[config.mk]
export PLATFORM = sky130hd
export DESIGN_NAME = zeu_front
export DESIGN_NICKNAME = d
export VERILOG_FILES = /design/src/sv/zeu_pkg.sv /design/src/sv/zeu_front.sv
export SDC_FILE = /design/constraint.sdc
export NUM_CORES = 1
export LEC_CHECK = 0
export ABC_AREA = 1
export BUFFER_PORTS_ARGS = -buffer_cell sky130_fd_sc_hd__buf_4
export CAP_MARGIN = 20
export CORE_MARGIN = 2
export CORE_UTILIZATION = 32
export CTS_BUF_LIST = sky130_fd_sc_hd__clkbuf_8
export CTS_CLUSTER_DIAMETER = 200
export DETAILED_ROUTE_END_ITERATION = 12
export PLACE_DENSITY_LB_ADDON = 0.15
export RECOVER_POWER = 25
export SLEW_MARGIN = 20
export SYNTH_ARGS = -nofsm -noshare
export SYNTH_HDL_FRONTEND = slang
export SYNTH_SLANG_ARGS = --single-unit
[constraint.sdc]
create_clock -name i_clk -period 22.9 [get_ports i_clk]
set_clock_uncertainty 0.1 [all_clocks]
set_input_delay 4.58 -clock i_clk [delete_from_list [all_inputs] [get_ports i_clk]]
set_output_delay 4.58 -clock i_clk [all_outputs]
set_load 0.01 [all_outputs]
[src/sv/zeu_pkg.sv]
`default_nettype none
// ----------------------------------------------------------------------------
// zeu_pkg
// Shared types, codes and saturating arithmetic helpers of the zone energy
// update core.
// ----------------------------------------------------------------------------
package zeu_pkg;

    localparam int DEF_MAX_ZONES   = 64;
    localparam int ZONE_SLOT_LIMIT = 64;

    localparam logic [1:0] CMD_TERM  = 2'd0;
    localparam logic [1:0] CMD_ZONE  = 2'd1;
    localparam logic [1:0] CMD_MAT   = 2'd2;
    localparam logic [1:0] CMD_CLEAR = 2'd3;

    localparam logic [1:0] REG_TIME_STEP    = 2'd0;
    localparam logic [1:0] REG_STAGE_SELECT = 2'd1;
    localparam logic [1:0] REG_ZONE_COUNT   = 2'd2;

    localparam logic [1:0] STS_NORMAL   = 2'd0;
    localparam logic [1:0] STS_FALLBACK = 2'd1;
    localparam logic [1:0] STS_NONPOS   = 2'd2;

    localparam logic signed [63:0] S64_MAX = 64'sh7FFF_FFFF_FFFF_FFFF;
    localparam logic signed [63:0] S64_MIN = 64'sh8000_0000_0000_0000;
    localparam logic signed [63:0] S32_MAX_X = 64'sh0000_0000_7FFF_FFFF;
    localparam logic signed [63:0] S32_MIN_X = 64'shFFFF_FFFF_8000_0000;

    typedef struct packed {
        logic        [1:0]  cmd;
        logic        [5:0]  row_zone;
        logic        [5:0]  col_zone;
        logic signed [31:0] value_a;
        logic signed [31:0] value_b;
        logic signed [31:0] value_c;
        logic signed [31:0] value_d;
    } t_in;

    typedef struct packed {
        logic        [5:0]  zone_index;
        logic signed [31:0] new_energy;
        logic        [1:0]  energy_status;
    } t_out;

    typedef enum logic [2:0] {
        KIND_TERM,
        KIND_ZONE,
        KIND_MAT,
        KIND_MAT_LAST,
        KIND_CLEAR
    } t_kind;

    typedef struct packed {
        t_kind kind;
        t_in   item;
    } t_job;

    typedef struct packed {
        logic               start;
        logic signed [63:0] x;
        logic signed [31:0] m;
    } t_mul_req;

    typedef struct packed {
        logic               start;
        logic signed [63:0] t;
        logic signed [31:0] m;
    } t_div_req;

    function automatic logic signed [63:0] sat_add64(input logic signed [63:0] a,
                                                     input logic signed [63:0] b);
        logic signed [64:0] s;
        s = {a[63], a} + {b[63], b};
        if (s[64] != s[63]) begin
            return s[64] ? S64_MIN : S64_MAX;
        end
        return s[63:0];
    endfunction

    // Applies a sign to an unsigned magnitude and saturates to 64 bits.
    function automatic logic signed [63:0] signed_sat64(input logic [63:0] r,
                                                        input logic neg);
        if (!neg) begin
            return r[63] ? S64_MAX : $signed(r);
        end
        if (r[63]) begin
            return S64_MIN;
        end
        return -$signed(r);
    endfunction

    function automatic logic signed [31:0] sat32(input logic signed [63:0] e);
        if (e > S32_MAX_X) begin
            return 32'sh7FFF_FFFF;
        end
        if (e < S32_MIN_X) begin
            return 32'sh8000_0000;
        end
        return e[31:0];
    endfunction

    function automatic logic [63:0] mag64(input logic signed [63:0] v);
        return v[63] ? 64'(-v) : 64'(v);
    endfunction

    function automatic logic [31:0] mag32(input logic signed [31:0] v);
        return v[31] ? 32'(-v) : 32'(v);
    endfunction

endpackage
`default_nettype wire

[src/sv/zeu_front.sv]
`default_nettype none
// ----------------------------------------------------------------------------
// zeu_front
// Accepts input transactions, classifies them and holds them in a two-entry
// queue for the execution side. Items that cannot have an effect are dropped.
// ----------------------------------------------------------------------------
module zeu_front import zeu_pkg::*; #(
    parameter int MAX_ZONES = DEF_MAX_ZONES
) (
    input  wire logic       i_clk,
    input  wire logic       i_rst_n,
    input  wire logic       i_valid,
    output logic            o_ready,
    input  wire t_in        i_data,
    input  wire logic [6:0] i_last_col,
    output logic            o_job_vld,
    output t_job            o_job,
    input  wire logic       i_job_pop
);

    localparam int SLOTS = (MAX_ZONES < ZONE_SLOT_LIMIT) ? MAX_ZONES : ZONE_SLOT_LIMIT;
    localparam logic [6:0] SLOTS_W = 7'(SLOTS);

    t_job       r_q [2];
    logic       r_wp, r_rp;
    logic [1:0] r_cnt, n_cnt;
    t_job       job_in;
    logic       keep, push;

    always_comb begin
        job_in.item = i_data;
        job_in.kind = KIND_TERM;
        keep        = 1'b1;
        if (i_data.cmd == CMD_CLEAR) begin
            job_in.kind = KIND_CLEAR;
        end else if ({1'b0, i_data.row_zone} >= SLOTS_W) begin
            keep = 1'b0;
        end else begin
            case (i_data.cmd)
                CMD_TERM: job_in.kind = KIND_TERM;
                CMD_ZONE: job_in.kind = KIND_ZONE;
                CMD_MAT: begin
                    if ({1'b0, i_data.col_zone} > i_last_col) begin
                        keep = 1'b0;
                    end else if ({1'b0, i_data.col_zone} == i_last_col) begin
                        job_in.kind = KIND_MAT_LAST;
                    end else begin
                        job_in.kind = KIND_MAT;
                    end
                end
                default: keep = 1'b0;
            endcase
        end
    end

    assign o_ready   = (r_cnt != 2'd2);
    assign push      = i_valid && o_ready && keep;
    assign o_job_vld = (r_cnt != 2'd0);
    assign o_job     = r_q[r_rp];

    always_comb begin
        n_cnt = r_cnt;
        if (push && !i_job_pop) begin
            n_cnt = r_cnt + 2'd1;
        end else if (!push && i_job_pop) begin
            n_cnt = r_cnt - 2'd1;
        end
    end

    always_ff @(posedge i_clk) begin
        if (!i_rst_n) begin
            r_cnt <= 2'd0;
            r_wp  <= 1'b0;
            r_rp  <= 1'b0;
        end else begin
            r_cnt <= n_cnt;
            if (push) begin
                r_wp <= ~r_wp;
            end
            if (i_job_pop) begin
                r_rp <= ~r_rp;
            end
        end
    end

    always_ff @(posedge i_clk) begin
        if (push) begin
            r_q[r_wp] <= job_in;
        end
    end

endmodule
`default_nettype wire

==> reports/results.ini, run 1 <==
[cells_and_area]
fillCellCount=3194
finish.net_count=1031
regArea_sq_um=8810
utilization_pct=42.7
multi_input_area_sq_um=2160
area_growth_pct=32.0
drive_above_1_share_pct=55.3
diodes=0

[setup_path]
cp_cell_sequence=buf_4, mux2_2, buf_4
worst_setup_path_end_kind=output port
crit_type=reg2out
crit_buf_inv=2
start_kind=flop
critPathRequiredTime_ns=18.22
crit_top_cell=buf_4
cp_top_family=buffers and inverters
critPathSlowestCell=buf_4
cp.arrival_ns=2.76
slowest_delay_ns=0.80
critPathMaxFanout=49

[timing]
maxSlewHeadroom_pct=34.5
fin_crit_ns=7.44
tightestPinTransition_ns=0.983
max_freq_mhz=134
slew_violations=0
setup_tns_ns=0
hold_viol=0
setup_viol=0
finalCritPeriodShare_pct=32.5
rsz0062_at_grt=no

[power]
p_leak_nw=5.61
powerDensity_nw_per_um2=82.8
power_frac_seq_pct=52.9
p_sw_share_pct=23.4
p_int_w=0.000934
clkPwrFrac_pct=34.2
p_switching_w=0.000286
power_frac_comb_pct=12.9
ir_drop_mv=0.0433

[global_routing]
grt_usage_pct=12.5
antenna_found_initial=0
overflow=0
grt_pass1_vias=5990
grt_pass1_wl_mm=34.4
grt_max_degree=78

[route]
wirelength_mm=23.8
drc=0
antenna_left=0
dr_total_vias=5823
drt_first_pass_iters=5
routedWlPerCell_um=17.5
drt_iter0_markers=210
vias_per_cell=4.29

[place]
dpl.hpwl_mm=15.3
gp_congestion=0.688
port_buffers=299

[cts]
clk_pin_slew_worst_paths_ns=0.06
hold_buffers=0
clk_latency_ns=0.55
cts-root-buf=clkbuf_8
cts_made_buffers=50
post_cts_buffers=0
cts_tree=yes
cts_buffer_depth=3
htree_levels=2
numClockSinks=295
cts_resized=0

[job]
drv_cap=0

[outcome]
status=complete, no violations

[yosys]
synth_area_sq_um=11100
synth_flop_cell=edfxtp_1
synth_top_family_by_area=multiplexers
synthCells=527
synth_fa_ha_area_share_pct=1.23
synthMuxAreaShare_pct=16.3
yosysWarnings=0
async_reset_ff_share_pct=0
syn_nets=691
synth_seq_cells=295
yosys.area_share.simple_pct=1.16
synth-compound-area-share_pct=0.561
synth-edff-count=290
ys_seq_area_share_pct=79.0
postSynthAreaPerCell_sq_um=21.2
synth.distinct_cells=17
synthXorXnorAreaFrac_pct=0

[die]
die_x_um=191
io_pins=300
die_y_um=191
row_count=68
core_area_sq_um=34500
fp.dieArea_sq_um=36400
initial_core_util_pct=32.4

[hold_path]
min_path_type=reg2reg

-- flip-flops by register name, summed over array words and instances, names as in the netlist, named ones only --
register / count
r_q: 290
r_cnt: 2
r_rp: 1
r_wp: 1
-- worst register-to-register path, stage by stage, from the launching register on --
cell      delay, ns
dfxtp_1        0.30
inv_1          0.10
a21boi_0       0.37
nand3_1        0.24
inv_6          0.61
buf_4          0.87
-- worst paths after layout --
| kind | startpoint | to | slack, ns | depth (start not counted) |
|---|---|---|---|---|
| min reg2reg | r_cnt[1]$_SDFFE_PN0P_ | r_cnt[1]$_SDFFE_PN0P_ | 0.41 | 2 |
| max reg2reg | r_cnt[0]$_SDFFE_PN0P_ | r_q[1][45]$_DFFE_PP_ | 19.87 | 5 |
| min | r_cnt[1]$_SDFFE_PN0P_ | r_cnt[1]$_SDFFE_PN0P_ | 0.41 | 2 |
| max | flop | o_job[93] | 15.46 | 3 |
-- area by class of cell --
class                           count  share of cell area [%]
Clock buffer                       51                    4.77
Clock inverter                     35                    1.16
Inverter                           18                   0.493
Multi-Input combinational cell    198                    14.7
Sequential cell                   295                    59.9
Tap cell                          455                    3.87
Timing Repair Buffer              304                    15.2
-- layer usage --
layer  vias up  GRT usage [%]  wire, um
met3        40           3.97      1620
met5         -              0         0
li1       2732              -         -
met4         0           4.14       539
met2       194           21.5     11900
met1      2857           14.7      9720
-- synthesized netlist by cell type (all sizes together) (2+ instances only) --
cell type	number	area, sq um
buf	16	124
o21ai	4	20.0
dfxtp	5	100
a21oi	7	35.0
nor2	8	30.0
nor3	2	15.0
ha	11	138
nand2	17	63.8
mux2	145	1820
edfxtp	290	8710
nand3	3	20.0
inv	18	67.6
-- layout by cell type, fill, tap and decap left out --
master	count
edfxtp_1	290
nor2_4	1
nor3_1	1
inv_8	1
ha_1	11
nand3_1	2
nand3_2	1
inv_1	31
a21oi_1	7
clkbuf_1	12
clkbuf_8	51
mux2_2	95
dfxtp_1	4
inv_6	1
clkinv_1	16
dfxtp_4	1
nor2_1	7
mux2_4	50
bufinv_16	1
clkinvlp_4	1
o21ai_0	4
clkinv_2	2
nor3_2	1
clkbuf_4	85
buf_4	207
nand2_1	17
a21boi_0	1
-- power groups by stage --
stage | Sequential, W | Combinational [W] | Clock (W)
2_1_floorplan | 0.000659 | 0.0000804 | 0
3_3_place_gp | 0.000655 | 0.000163 | 0
3_5_place_dp | 0.000657 | 0.000163 | 0
4_1_cts | 0.000646 | 0.000164 | 0.000437
5_1_grt | 0.000648 | 0.000170 | 0.000462
6_report | 0.000645 | 0.000157 | 0.000417
-- stage by stage --
step	setup slack (ns)	cell area (sq um)	power, W	std cells	hold WS (ns)
6_report	15.46	14700	0.00122	1356	0.408
5_1_grt	15.30	14700	0.00128	1356	0.452
4_1_cts	15.34	14800	0.00125	1356	0.412
3_5_place_dp	15.11	13900	0.000820	1270	0.394
3_3_place_gp	15.10	13900	0.000819	1270	0.377
2_1_floorplan	10.78	11100	0.000739	527	0.363
-- logic make-up after synthesis --
group	Yosys count
multiplexers	145
AO/OA/AOI/OAI	12
AND/OR/NAND/NOR	30
buffers and inverters	34
flip-flops	295
adder cells (fa/ha/maj)	11
Note: power is estimated with default switching activity, not from simulation.
==> run 2: changes to the inputs <==
- clock period: 22.9 -> 7.7 ns (I/O delays scaled with it)
==> run 2 against run 1 <==
Net effect:
- global-route usage grew 0.061 points
- critical path depth unchanged
- sequential power rose to 3.0 times the previous value
- largest cell class unchanged
- clock-buffer cell count grew 2
- register-to-register slack lost 15 ns
- power grew to 3.0 times the previous value
- via count is 0.84% higher
- cell count is 0.52% higher
- core utilization up 0.12 points
- first-iteration DRC count fell by 7.1%
- non-clock buffer count down 1
- largest power group unchanged
==> reports/results.ini, run 2 (synthesized netlist as in run 1, its figures left out) <==
[global_routing]
grt_pass1_wl_mm=34.6  ; was 34.4 mm
grt_pass1_vias=6092  ; was 5990
grt_usage_pct=12.5  ; about the same
overflow=0  ; unchanged
grt_busiest_layer=met2  ; unchanged
grt_max_degree=143  ; was 78
grt_use_met1_pct=14.4  ; was 14.7%
met3_usage_pct=3.86  ; was 3.97%
use_met2_pct=21.6  ; was 21.5%
antenna_found_initial=0  ; unchanged

[die]
row_count=68  ; unchanged
fp.dieArea_sq_um=36400  ; unchanged
die_x_um=191  ; unchanged
io_pins=300  ; unchanged
die_y_um=191  ; unchanged
core_area_sq_um=34500  ; unchanged
initial_core_util_pct=32.4  ; unchanged

[cts]
numClockSinks=295  ; unchanged
cts_buffer_depth=3  ; unchanged
cts_tree=yes  ; unchanged
htree_levels=2  ; unchanged
clk_pin_slew_worst_paths_ns=0.06  ; about the same
hold_buffers=0  ; unchanged
cts_made_buffers=51  ; was 50
clk_latency_ns=0.55  ; about the same
cts_resized=0  ; unchanged
cts-root-buf=clkbuf_8  ; unchanged
post_cts_buffers=0  ; unchanged

[setup_path]
critPathSlowestCell=buf_12  ; was buf_4
cp.arrival_ns=2.33  ; was 2.76 ns
slowest_delay_ns=0.66  ; was 0.80 ns
critPathMaxFanout=142  ; was 49
crit_type=reg2out  ; unchanged
cp_top_family=buffers and inverters  ; unchanged
worst_setup_path_end_kind=output port  ; unchanged
crit_buf_inv=2  ; unchanged
start_kind=flop  ; unchanged
critPathRequiredTime_ns=6.06  ; was 18.22 ns
cp_cell_sequence=buf_12, mux2_2, buf_4  ; was buf_4, mux2_2, buf_4

[timing]
slew_violations=0  ; unchanged
rsz0062_at_grt=no  ; unchanged
setup_viol=0  ; unchanged
max_freq_mhz=252
finalCritPeriodShare_pct=51.5
tightestPinTransition_ns=0.987  ; was 0.983 ns
maxSlewHeadroom_pct=34.2  ; was 34.5%
fin_ws_ns=3.73  ; was 15.46 ns
hold_viol=0  ; unchanged
fin_crit_ns=3.97
setup_tns_ns=0  ; unchanged

[power]
p_int_w=0.00280  ; was 0.000934 W
power_frac_seq_pct=52.2  ; was 52.9%
powerDensity_nw_per_um2=248  ; was 82.8 nW/um^2
power.total_w=0.00366  ; was 0.00122 W
clkPwrFrac_pct=34.8  ; was 34.2%
p_sw_share_pct=23.4  ; about the same
p_switching_w=0.000858  ; was 0.000286 W
power_frac_comb_pct=13.0  ; was 12.9%
ir_drop_mv=0.153  ; was 0.0433 mV
p_leak_nw=5.62  ; was 5.61 nW

[cells_and_area]
finish.net_count=1031  ; unchanged
top_regs=r_q: 290 flops, r_cnt: 2 flops  ; unchanged
drive_above_1_share_pct=54.3  ; was 55.3%
diodes=0  ; unchanged
largest_reg_flops=290  ; unchanged
final_cell_mix=edfxtp_1 (290), buf_4 (206), mux2_2 (95), clkbuf_4 (78), clkbuf_8 (53)  ; was edfxtp_1 (290), buf_4 (207), mux2_2 (95), clkbuf_4 (85), clkbuf_8 (51)
regMostFlops=r_q  ; unchanged
fillCellCount=3195  ; was 3194
utilization_pct=42.8  ; was 42.7%
area_growth_pct=32.4  ; was 32.0%
layout_commonest_cell=edfxtp_1  ; unchanged

[route]
antenna_left=0  ; unchanged
routedWlPerCell_um=17.2  ; was 17.5 um
wirelength_mm=23.4  ; was 23.8 mm
vias_per_cell=4.31  ; was 4.29
drc=0  ; unchanged
drt_iter0_markers=195  ; was 210
dr_total_vias=5872  ; was 5823
drt_first_pass_iters=4  ; was 5

[place]
gp_congestion=0.680  ; was 0.688
dpl_worst_slack_ns=3.25  ; was 15.11 ns
port_buffers=299  ; unchanged
dpl.hpwl_mm=14.6  ; was 15.3 mm

[job]
drv_cap=0  ; unchanged

[outcome]
status=complete, no violations  ; unchanged

[hold_path]
min_path_type=reg2reg  ; unchanged

## run 2: changes by cell type in the layout (fill, tap and decap cells not counted), sizes merged
cell    previous run  this run
buf              207       208
inv               33        34
clkinv            18        23
## run 2: worst paths after layout
kind,slack [ns],startpoint,endpoint,cells after the start
hold reg to reg,0.40,r_rp$_SDFFE_PN0P_,flop,2
setup / recovery,3.73,flop,o_job[45],3
setup reg to reg,4.98,r_cnt[0]$_SDFFE_PN0P_,r_q[1][22]$_DFFE_PP_,5
hold / removal,0.40,r_rp$_SDFFE_PN0P_,flop,2
## run 2: power by group through the flow
| stage | Clock, W | Combinational (W) | Sequential (W) |
|---|---|---|---|
| CTS | 0.00133 | 0.000495 | 0.00191 |
| finish | 0.00127 | 0.000475 | 0.00191 |
| global placement | 0 | 0.000492 | 0.00194 |
| floorplan | 0 | 0.000239 | 0.00195 |
| global route | 0.00140 | 0.000515 | 0.00192 |
| detailed placement | 0 | 0.000493 | 0.00195 |
## run 2: per-layer routing
| metal | share of wire (%) | wire, um | up-vias |
|---|---|---|---|
| li1 | - | - | 2743 |
| met1 | 39 | 9260 | 2890 |
| met5 | 0 | 0 | - |
| met4 | 2.6 | 618 | 0 |
| met3 | 6.5 | 1520 | 44 |
| met2 | 51 | 12000 | 195 |
## run 2: worst reg2reg max path, delay by kind of cell, from the launching register on
family	cells	cell delay, ns
compound gates	1	0.33
buf+inv	3	1.37
flops	1	0.31
simple gates	1	0.24
## run 2: final cells by class
| cell class | instances | area, sq um | share of cell area, % |
|---|---|---|---|
| flip-flops and latches | 295 | 8810 | 59.7 |
| multi-input cells | 198 | 2160 | 14.6 |
| clock inverters | 41 | 186 | 1.26 |
| inverters | 18 | 72.6 | 0.492 |
| clock buffers | 53 | 729 | 4.94 |
| repair buffers | 303 | 2240 | 15.1 |
| well taps | 455 | 569 | 3.86 |
## run 2: per-stage QoR
step,instances,hold WS (ns),area (sq um)
final,1363,0.398,14800
after global routing,1363,0.441,14800
after CTS,1363,0.404,14800
after detailed placement,1269,0.395,13900
after global placement,1269,0.377,13900
after floorplan,527,0.363,11200
